`src/hdl/i2cm_pkg.sv`:
```
// Shared types, codes and constants for the I2C master bit engine.
package i2cm_pkg;

  // Command codes on the func field
  localparam logic [2:0] FUNC_TICK  = 3'd0;
  localparam logic [2:0] FUNC_START = 3'd1;
  localparam logic [2:0] FUNC_STOP  = 3'd2;
  localparam logic [2:0] FUNC_WRITE = 3'd3;
  localparam logic [2:0] FUNC_READ  = 3'd4;

  // Classified operation kinds handed from front to back
  localparam logic [2:0] KIND_TICK  = 3'd0;
  localparam logic [2:0] KIND_START = 3'd1;
  localparam logic [2:0] KIND_STOP  = 3'd2;
  localparam logic [2:0] KIND_WRITE = 3'd3;
  localparam logic [2:0] KIND_READ  = 3'd4;

  // Configuration register indexes
  localparam logic REG_PHASE_TICKS = 1'b0;
  localparam logic REG_ACK_TIMEOUT = 1'b1;

  localparam logic [7:0] PHASE_TICKS_RST = 8'd4;
  localparam logic [7:0] ACK_TIMEOUT_RST = 8'd250;

  localparam int QUEUE_DEPTH_DEF = 2;

  typedef struct packed {
    logic [2:0] func;
    logic [7:0] data_byte;
    logic       send_ack;
    logic       sda_in;
  } cmd_item_t;

  typedef struct packed {
    logic       scl;
    logic       sda;
    logic       busy_res;
    logic       done_res;
    logic       ack_error;
    logic [7:0] rx_byte;
  } res_item_t;

  typedef struct packed {
    logic [2:0] kind;
    logic [7:0] data_byte;
    logic       send_ack;
    logic       sda_in;
  } op_item_t;

  typedef struct packed {
    logic [7:0] phase_ticks;
    logic [7:0] ack_timeout;
  } cfg_t;

endpackage

```
`src/hdl/i2cm_fifo.sv`:
```
// Small register FIFO with first-word fall-through read.
module i2cm_fifo #(
  parameter int WIDTH = 8,
  parameter int DEPTH = 2
) (
  input  logic             clk,
  input  logic             rst,
  input  logic             push,
  input  logic [WIDTH-1:0] wdata,
  output logic             full,
  input  logic             pop,
  output logic [WIDTH-1:0] rdata,
  output logic             empty
);

  localparam int AW = (DEPTH > 1) ? $clog2(DEPTH) : 1;
  localparam int CW = $clog2(DEPTH + 1);
  localparam logic [AW-1:0] LAST = AW'(DEPTH - 1);
  localparam logic [CW-1:0] FULL_COUNT = CW'(DEPTH);

  logic [WIDTH-1:0] mem [DEPTH];
  logic [AW-1:0]    wr_ptr;
  logic [AW-1:0]    rd_ptr;
  logic [CW-1:0]    count;
  logic             do_push;
  logic             do_pop;

  assign full    = (count == FULL_COUNT);
  assign empty   = (count == '0);
  assign do_push = push && !full;
  assign do_pop  = pop && !empty;
  assign rdata   = mem[rd_ptr];

  // Store the incoming beat
  always_ff @(posedge clk) begin
    if (do_push) begin
      mem[wr_ptr] <= wdata;
    end
  end

  // Advance pointers and occupancy
  always_ff @(posedge clk) begin
    if (rst) begin
      wr_ptr <= '0;
      rd_ptr <= '0;
      count  <= '0;
    end else begin
      if (do_push) begin
        wr_ptr <= (wr_ptr == LAST) ? '0 : wr_ptr + 1'b1;
      end
      if (do_pop) begin
        rd_ptr <= (rd_ptr == LAST) ? '0 : rd_ptr + 1'b1;
      end
      if (do_push && !do_pop) begin
        count <= count + 1'b1;
      end else if (do_pop && !do_push) begin
        count <= count - 1'b1;
      end
    end
  end

endmodule

```
`src/hdl/i2cm_front.sv`:
```
// Front end: classify incoming beats into engine operations.
module i2cm_front
  import i2cm_pkg::*;
(
  input  cmd_item_t cmd,
  output op_item_t  op
);

  // Map func codes to kinds; unknown codes act as plain ticks
  always_comb begin
    op.data_byte = cmd.data_byte;
    op.send_ack  = cmd.send_ack;
    op.sda_in    = cmd.sda_in;
    case (cmd.func)
      FUNC_START: op.kind = KIND_START;
      FUNC_STOP:  op.kind = KIND_STOP;
      FUNC_WRITE: op.kind = KIND_WRITE;
      FUNC_READ:  op.kind = KIND_READ;
      FUNC_TICK:  op.kind = KIND_TICK;
      default:    op.kind = KIND_TICK;
    endcase
  end

endmodule

```
`src/hdl/i2cm_engine.sv`:
```
// Back end: bus phase sequencer that drives SCL/SDA one tick at a time.
module i2cm_engine
  import i2cm_pkg::*;
(
  input  logic      clk,
  input  logic      rst,
  input  cfg_t      cfg,
  input  logic      step,
  input  op_item_t  op,
  output res_item_t res
);

  localparam logic [4:0] PH_IDLE = 5'd0;
  localparam logic [4:0] PH_ST0  = 5'd1;
  localparam logic [4:0] PH_ST1  = 5'd2;
  localparam logic [4:0] PH_ST2  = 5'd3;
  localparam logic [4:0] PH_SP0  = 5'd4;
  localparam logic [4:0] PH_SP1  = 5'd5;
  localparam logic [4:0] PH_SP2  = 5'd6;
  localparam logic [4:0] PH_ESP0 = 5'd7;
  localparam logic [4:0] PH_ESP1 = 5'd8;
  localparam logic [4:0] PH_ESP2 = 5'd9;
  localparam logic [4:0] PH_WLO  = 5'd10;
  localparam logic [4:0] PH_WHI  = 5'd11;
  localparam logic [4:0] PH_AK0  = 5'd12;
  localparam logic [4:0] PH_AK1  = 5'd13;
  localparam logic [4:0] PH_POLL = 5'd14;
  localparam logic [4:0] PH_RLO  = 5'd15;
  localparam logic [4:0] PH_RHI  = 5'd16;
  localparam logic [4:0] PH_KLO  = 5'd17;
  localparam logic [4:0] PH_KHI  = 5'd18;
  localparam logic [4:0] PH_KEND = 5'd19;

  logic [4:0] phase, phase_next;
  logic [3:0] bit_count, bit_count_next;
  logic [7:0] shift_reg, shift_reg_next;
  logic [7:0] poll_count, poll_count_next;
  logic [7:0] hold_count, hold_count_next;
  logic [1:0] line_levels, line_levels_next;
  logic [7:0] rx_hold, rx_hold_next;
  logic [4:0] target;
  logic       do_enter;
  logic       done;
  logic       err;
  logic [7:0] hold_inc;
  logic [2:0] bits_inc;

  // Line levels {scl, sda} set on entry to a phase
  function automatic logic [1:0] levels_for(input logic [4:0] ph, input logic msb,
                                            input logic ab, input logic [1:0] cur);
    logic [1:0] lv;
    case (ph)
      PH_ST0:                   lv = 2'b11;
      PH_ST1:                   lv = 2'b10;
      PH_ST2:                   lv = 2'b00;
      PH_SP0, PH_ESP0:          lv = 2'b00;
      PH_SP1, PH_ESP1:          lv = 2'b10;
      PH_SP2, PH_ESP2:          lv = 2'b11;
      PH_WLO:                   lv = {1'b0, msb};
      PH_WHI:                   lv = {1'b1, msb};
      PH_AK0:                   lv = 2'b01;
      PH_AK1, PH_POLL:          lv = 2'b11;
      PH_RLO:                   lv = 2'b01;
      PH_RHI:                   lv = 2'b11;
      PH_KLO, PH_KEND:          lv = {1'b0, ab};
      PH_KHI:                   lv = {1'b1, ab};
      default:                  lv = cur;
    endcase
    return lv;
  endfunction

  assign hold_inc = hold_count + 8'd1;
  assign bits_inc = bit_count[2:0] + 3'd1;

  // Work out the next phase and the result for one beat
  always_comb begin
    phase_next       = phase;
    bit_count_next   = bit_count;
    shift_reg_next   = shift_reg;
    poll_count_next  = poll_count;
    hold_count_next  = hold_count;
    line_levels_next = line_levels;
    rx_hold_next     = rx_hold;
    target           = phase;
    do_enter         = 1'b0;
    done             = 1'b0;
    err              = 1'b0;

    if (phase == PH_IDLE) begin
      // Take a command; ticks just drive the held levels
      if (op.kind != KIND_TICK) begin
        bit_count_next = 4'd0;
        do_enter       = 1'b1;
        case (op.kind)
          KIND_START: target = PH_ST0;
          KIND_STOP:  target = PH_SP0;
          KIND_WRITE: begin
            shift_reg_next = op.data_byte;
            target         = PH_WLO;
          end
          KIND_READ: begin
            shift_reg_next = 8'd0;
            bit_count_next = {op.send_ack, 3'b000};
            target         = PH_RLO;
          end
          default: do_enter = 1'b0;
        endcase
      end
    end else if (phase == PH_POLL) begin
      // Poll for the acknowledge, once per tick
      if (!op.sda_in) begin
        line_levels_next = 2'b01;
        phase_next       = PH_IDLE;
        done             = 1'b1;
      end else if (poll_count >= cfg.ack_timeout) begin
        target   = PH_ESP0;
        do_enter = 1'b1;
      end else begin
        poll_count_next = poll_count + 8'd1;
      end
    end else begin
      // Hold the phase, then advance
      hold_count_next = hold_inc;
      if (hold_inc >= cfg.phase_ticks) begin
        hold_count_next = 8'd0;
        do_enter        = 1'b1;
        case (phase)
          PH_ST0:  target = PH_ST1;
          PH_ST1:  target = PH_ST2;
          PH_SP0:  target = PH_SP1;
          PH_SP1:  target = PH_SP2;
          PH_ESP0: target = PH_ESP1;
          PH_ESP1: target = PH_ESP2;
          PH_ESP2: begin
            do_enter   = 1'b0;
            phase_next = PH_IDLE;
            done       = 1'b1;
            err        = 1'b1;
          end
          PH_WLO:  target = PH_WHI;
          PH_WHI: begin
            shift_reg_next = {shift_reg[6:0], 1'b0};
            bit_count_next = {bit_count[3], bits_inc};
            target         = (bit_count[2:0] == 3'd7) ? PH_AK0 : PH_WLO;
          end
          PH_AK0:  target = PH_AK1;
          PH_AK1: begin
            poll_count_next = 8'd0;
            target          = PH_POLL;
          end
          PH_RLO:  target = PH_RHI;
          PH_RHI: begin
            shift_reg_next = {shift_reg[6:0], op.sda_in};
            bit_count_next = {bit_count[3], bits_inc};
            target         = (bit_count[2:0] == 3'd7) ? PH_KLO : PH_RLO;
          end
          PH_KLO:  target = PH_KHI;
          PH_KHI:  target = PH_KEND;
          PH_KEND: begin
            do_enter     = 1'b0;
            rx_hold_next = shift_reg;
            phase_next   = PH_IDLE;
            done         = 1'b1;
          end
          default: begin
            // end of start or stop sequence
            do_enter   = 1'b0;
            phase_next = PH_IDLE;
            done       = 1'b1;
          end
        endcase
      end
    end

    if (do_enter) begin
      phase_next       = target;
      hold_count_next  = 8'd0;
      line_levels_next = levels_for(target, shift_reg_next[7], ~bit_count_next[3],
                                    line_levels);
    end
  end

  // Result for this beat: levels driven during it, status after it.
  // A command taken while idle drives its first phase's levels on its own beat.
  always_comb begin
    res.scl       = (phase == PH_IDLE) ? line_levels_next[1] : line_levels[1];
    res.sda       = (phase == PH_IDLE) ? line_levels_next[0] : line_levels[0];
    res.busy_res  = (phase_next != PH_IDLE);
    res.done_res  = done;
    res.ack_error = err;
    res.rx_byte   = rx_hold_next;
  end

  // Update sequencer state on each beat
  always_ff @(posedge clk) begin
    if (rst) begin
      phase       <= PH_IDLE;
      bit_count   <= 4'd0;
      shift_reg   <= 8'd0;
      poll_count  <= 8'd0;
      hold_count  <= 8'd0;
      line_levels <= 2'b11;
      rx_hold     <= 8'd0;
    end else if (step) begin
      phase       <= phase_next;
      bit_count   <= bit_count_next;
      shift_reg   <= shift_reg_next;
      poll_count  <= poll_count_next;
      hold_count  <= hold_count_next;
      line_levels <= line_levels_next;
      rx_hold     <= rx_hold_next;
    end
  end

endmodule

```
`src/hdl/i2c_master_bit_engine.sv`:
```
// Top level of the I2C master bit engine: queues, front, engine and registers.
//
//   channel   direction  handshake             payload
//   cmd       in         push / full           cmd_item_t (func, data_byte, send_ack, sda_in)
//   res       out        pop / empty           res_item_t (scl, sda, busy, done, ack_error, rx)
//   apb       in/out     psel/penable/pready   paddr[2:0], pwdata, prdata (32 bit)
//
// One result per beat; a beat can enter every cycle while full is low. A beat passes
// the front decode into the op queue, and the engine retires one op per cycle whenever
// the result queue has room; each beat is registered in the op queue and then in the
// result queue. rst is synchronous and empties both queues. When pop stays low the
// result queue fills, the engine holds, and full rises once the op queue fills too.
module i2c_master_bit_engine
  import i2cm_pkg::*;
#(
  parameter int QUEUE_DEPTH = QUEUE_DEPTH_DEF
) (
  input  logic        clk,
  input  logic        rst,
  input  logic        push,
  output logic        full,
  input  cmd_item_t   cmd,
  input  logic        pop,
  output logic        empty,
  output res_item_t   res,
  input  logic        psel,
  input  logic        penable,
  input  logic        pwrite,
  input  logic [2:0]  paddr,
  input  logic [31:0] pwdata,
  output logic [31:0] prdata,
  output logic        pready
);

  op_item_t  op_front;
  op_item_t  op_back;
  logic      op_empty;
  logic      res_full;
  logic      step;
  res_item_t res_back;
  cfg_t      cfg;
  logic      cfg_wr;

  // Classify incoming beats
  i2cm_front u_front (
    .cmd (cmd),
    .op  (op_front)
  );

  // Queue classified ops between front and engine
  i2cm_fifo #(
    .WIDTH ($bits(op_item_t)),
    .DEPTH (QUEUE_DEPTH)
  ) u_op_q (
    .clk   (clk),
    .rst   (rst),
    .push  (push),
    .wdata (op_front),
    .full  (full),
    .pop   (step),
    .rdata (op_back),
    .empty (op_empty)
  );

  // Retire one op when a result slot is free
  assign step = !op_empty && !res_full;

  i2cm_engine u_engine (
    .clk  (clk),
    .rst  (rst),
    .cfg  (cfg),
    .step (step),
    .op   (op_back),
    .res  (res_back)
  );

  // Hold results until the consumer takes them
  i2cm_fifo #(
    .WIDTH ($bits(res_item_t)),
    .DEPTH (QUEUE_DEPTH)
  ) u_res_q (
    .clk   (clk),
    .rst   (rst),
    .push  (step),
    .wdata (res_back),
    .full  (res_full),
    .pop   (pop),
    .rdata (res),
    .empty (empty)
  );

  // Configuration registers
  assign pready = 1'b1;
  assign cfg_wr = psel && penable && pwrite;

  always_ff @(posedge clk) begin
    if (rst) begin
      cfg.phase_ticks <= PHASE_TICKS_RST;
      cfg.ack_timeout <= ACK_TIMEOUT_RST;
    end else if (cfg_wr) begin
      if (paddr[2] == REG_PHASE_TICKS) begin
        cfg.phase_ticks <= pwdata[7:0];
      end else begin
        cfg.ack_timeout <= pwdata[7:0];
      end
    end
  end

  always_comb begin
    case (paddr[2])
      REG_PHASE_TICKS: prdata = {24'd0, cfg.phase_ticks};
      REG_ACK_TIMEOUT: prdata = {24'd0, cfg.ack_timeout};
      default:         prdata = 32'd0;
    endcase
  end

  // The engine never writes into a full result queue
  a_no_res_overflow: assert property (@(posedge clk) disable iff (rst)
    step |-> !res_full)
    else $error("engine stepped with result queue full");

  // A retired op always leaves a result waiting
  a_step_gives_result: assert property (@(posedge clk) disable iff (rst)
    step |=> !empty)
    else $error("engine step produced no waiting result");

  // Reset leaves both queues empty
  a_reset_empty: assert property (@(posedge clk)
    rst |=> (empty && !full))
    else $error("queues not empty after reset");

endmodule
```
`config.mk`:
```
export PLATFORM = sky130hd
export DESIGN_NAME = i2c_master_bit_engine
export DESIGN_NICKNAME = d
export VERILOG_FILES = /design/src/hdl/i2cm_pkg.sv /design/src/hdl/i2cm_fifo.sv /design/src/hdl/i2cm_front.sv /design/src/hdl/i2cm_engine.sv /design/src/hdl/i2c_master_bit_engine.sv
export SDC_FILE = /design/constraint.sdc
export NUM_CORES = 1
export LEC_CHECK = 0
export ABC_AREA = 0
export BUFFER_PORTS_ARGS = -buffer_cell sky130_fd_sc_hd__clkbuf_2
export CORE_MARGIN = 8
export CORE_UTILIZATION = 57
export DETAILED_ROUTE_END_ITERATION = 12
export GPL_TIMING_DRIVEN = 0
export PLACE_DENSITY = 0.8
export SYNTH_ARGS = -nofsm -noshare
export SYNTH_HDL_FRONTEND = slang
export SYNTH_SLANG_ARGS = --single-unit
```
`constraint.sdc`:
```
create_clock -name clk -period 4.5 [get_ports clk]
set_clock_uncertainty 0.1 [all_clocks]
set_input_delay 0 -clock clk [delete_from_list [all_inputs] [get_ports clk]]
set_output_delay 0 -clock clk [all_outputs]
set_load 0.01 [all_outputs]
```
==> run_results.csv <==
group,metric,value,unit
outcome,status,"finished, final reports clean",
placed_design,place_inst,874,
synth,syn-mean-instance-area,9.72,sq um
layout,area_growth,21.9,%
pwr,power.leakage,3.15,nW
route,first_pass_iters,7,
layout,final_area,7830,sq um
global_route,overflow,0,
synth,synth_mux_area_share,6.99,%
clock_network,cts.htree.levels,4,
timing,finalWorstSetupSlack,329,ps
clock_network,cts_num_sinks,121,
floorplan,io_pins,103,
synth,synth-seq-cells,121,
synth,synth-xor-area-share,3.14,%
route,final_antenna_net_count,0,
synth,syn-cell-area,6420,sq um
floorplan,fp-row-count,38,
layout,reg_top3,"u_op_q.mem: 26 flops, u_res_q.mem: 26 flops, cfg: 16 flops",
critical_path,r2r_slack,330,ps
timing,setup_tns,0,ps
synth,synth_edf_count,52,
synth,synth_compound_area_share,16.1,%
pwr,ir_drop,0.000372,V
synth,yosys.area_share.simple,16.9,%
timing,maxSlewViolCount,0,
critical_path,worst_path_largest_cell_delay,580,ps
floorplan,die-area,14900,sq um
critical_path,critPathMaxFanout,10,
synth,synth_seq_area_share,45.8,%
clock_network,cts-root-buf,"clkbuf_16",
timing,post-route-min-period,4170,ps
critical_path,crit_path_top_delay_cell,"nor3_2",
timing,fin_crit_sh,92.7,%
critical_path,worstPathCellList,"and3_1 > and3_1 > nand3_1 > xnor2_1 > ha_1 > nand4_1 > o31a_4 > nor3_2 > o21ai_1 > nor2_1 > buf_2 > nor2_1 > a211oi_1",
placed_design,dp_hpwl,11500,microns
clock_network,clock_latency,410,ps
critical_path,path_buf_inv,1,
clock_network,cts.clk_slew.worst_paths,60,ps
synth,synthArstFlopShare,0,%
critical_path,worstReg2RegEnd,"u_engine.shift_reg[6]",
pwr,cellPowerDensity,594,nW/um^2
route,drc,0,
route,avgViaCountPerCell,5.75,
critical_path,path_delay_family,"simple AND/OR/NAND/NOR gates",
synth,synth_top_family_by_area,"simple AND/OR/NAND/NOR gates",
route,drt-initial-drc-count,502,
critical_path,startpoint,"u_engine.hold_count[2]",
critical_path,start_kind,"flip-flop",
layout,drive_above_1_share,21.1,%
pwr,total_power,0.00465,W
global_route,grt_max_degree,17,
route,routed_wirelength,16400,microns
global_route,grt_first_pass_wirelength,26500,microns
global_route,antenna_found_initial,0,
clock_network,clk_path_buf_depth,2,
route,dr_total_vias,5384,
synth,yosys_warnings,0,
clock_network,cts_tree,"done",
min_path,hold_class,"input pin to flip-flop",
critical_path,crit_required,4720,ps
layout,fin_cells,936,
timing,max_freq,0.240,GHz
timing,max_slew_margin,14.0,%
floorplan,coreArea,10900,sq um
critical_path,reg2regPathDepth,13,
layout,diodes,0,
placed_design,place_ws,401,ps
critical_path,cp-end-kind,"flip-flop",
critical_path,crit_arrival,4390,ps
global_route,grt_pass1_vias,5340,
placed_design,place_area,6930,sq um
critical_path,reg2reg_from,"u_engine.hold_count[2]",
timing,setup_viol,0,
floorplan,die_y,122,microns
placed_design,gp_congestion,0.943,
synth,synth_cell_types,70,
critical_path,critPathKind,"flip-flop to flip-flop",
layout,fill_cells,806,
layout,nets,860,
route,wl_per_cell,17.6,microns
synth,syn_inst,661,
clock_network,cts_resized,0,
run,maxCapViolCount,0,
critical_path,critPathCapture,"u_engine.shift_reg[6]",
synth,synth_flop_cell,"dfxtp_1",
placed_design,port_buffers,50,
timing,hold_violations,0,
critical_path,worst-path-stages,13,
timing,rsz0062_at_grt,"false",
global_route,grt_usage,22.5,%
timing,tightestPinTransition,1290,ps
clock_network,cts_inserted_buffers,17,
floorplan,dieWidth,122,microns
floorplan,start_util,58.7,%
synth,yosys.area_share.adder,4.29,%
-- placed cells by master (no fill, tap or decap), drive strengths merged, types with 19 or more instances in the layout --
master / instances
a211oi: 19
a21oi: 48
buf: 39
clkbuf: 87
conb: 25
dfxtp: 69
dlygate4sd3: 30
edfxtp: 52
ha: 22
inv: 28
mux2: 27
nand2: 64
nor2: 76
o21ai: 25
-- how the worst min path moves through the flow --
| stage | start | end | slack, ps | depth (start not counted) |
|---|---|---|---|---|
| 2_1_floorplan | cmd[0] | u_op_q.mem[0][0] | -1 | 0 |
| 3_3_place_gp | cmd[1] | u_op_q.mem[1][1] | 90 | 1 |
| 3_5_place_dp | cmd[1] | u_op_q.mem[1][1] | 90 | 1 |
| 4_1_cts | pwrite | cfg[11] | 0.9 | 5 |
| 5_1_grt | pwrite | cfg[9] | 70 | 5 |
| 6_report | pwrite | cfg[11] | 30 | 5 |
-- area by class of cell --
type / instances / area (sq um) / area share [%]
plain buffers: 58 / 342 / 4.36
clock buffers: 18 / 429 / 5.48
clock inverters: 14 / 164 / 2.09
inverters: 23 / 86.3 / 1.10
multi-input cells: 482 / 3140 / 40.1
flip-flops and latches: 121 / 2940 / 37.6
well taps: 140 / 175 / 2.24
repair buffers: 80 / 551 / 7.03
-- per-stage QoR --
step / util [%] / hold WS [ps]
3_3_place_gp: 63.4 / 89.0
4_1_cts: 71.6 / 0.869
2_1_floorplan: - / -1.13
6_report: 71.6 / 29.6
3_5_place_dp: 63.4 / 92.5
5_1_grt: 71.6 / 71.6
-- worst register-to-register path, cell delays in order, from the launching register on --
cell and delay, ps:
dfxtp_1 440, and3_1 220, and3_1 240, nand3_1 120, xnor2_1 170, ha_1 340
nand4_1 230, o31a_4 420, nor3_2 580, o21ai_1 310, nor2_1 340, buf_2 270
nor2_1 60, a211oi_1 230
-- timing repair --
| action | 4_1_cts | 5_1_grt |
|---|---|---|
| buffers inserted | 0 | 0 |
| endpoints found under the hold margin | 46 | 0 |
| hold buffers | 30 | 0 |
-- synth_stat cells (all sizes together), types with 9 or more instances --
| master | n | area share, % |
|---|---|---|
| nor2 | 76 | 4.5 |
| o21ai | 25 | 2.1 |
| or3 | 10 | 0.97 |
| inv | 23 | 1.3 |
| buf | 39 | 4.2 |
| nand3 | 14 | 1.1 |
| and3 | 10 | 0.97 |
| clkbuf | 19 | 1.1 |
| nand4 | 9 | 0.88 |
| xnor2 | 10 | 1.4 |
| ha | 22 | 4.3 |
| nand2 | 64 | 3.7 |
| mux2 | 27 | 4.9 |
| dfxtp | 69 | 22 |
| edfxtp | 52 | 24 |
| a21oi | 48 | 3.8 |
| nor3 | 13 | 1.4 |
| a211oi | 19 | 2.3 |
| mux2i | 13 | 2.1 |
| xor2 | 13 | 1.8 |
-- routing by layer --
metal / track usage [%] / routed length (microns)
met5: 0 / 0
met4: 10.8 / 486
met3: 5.60 / 1380
met2: 36.1 / 7770
met1: 27.8 / 6810
-- power breakdown --
group          total [W]  internal, W  switching (W)
clock            0.00137     0.000828       0.000538
combinational    0.00175     0.000679        0.00107
sequential       0.00153      0.00142       0.000117
-- cells by family (layout without fill, tap and decap cells) --
group                      Yosys count  count (layout)
muxes                               40              40
AOI/OAI and AO/OA                  145             145
other                                2              25
xor gates and xnor gates            23              23
and+or+nand+nor                    227             227
DFF                                121             121
buffers and inverters               81             193
adders and majority gates           22              22
Power figures use the tool's default switching activity.
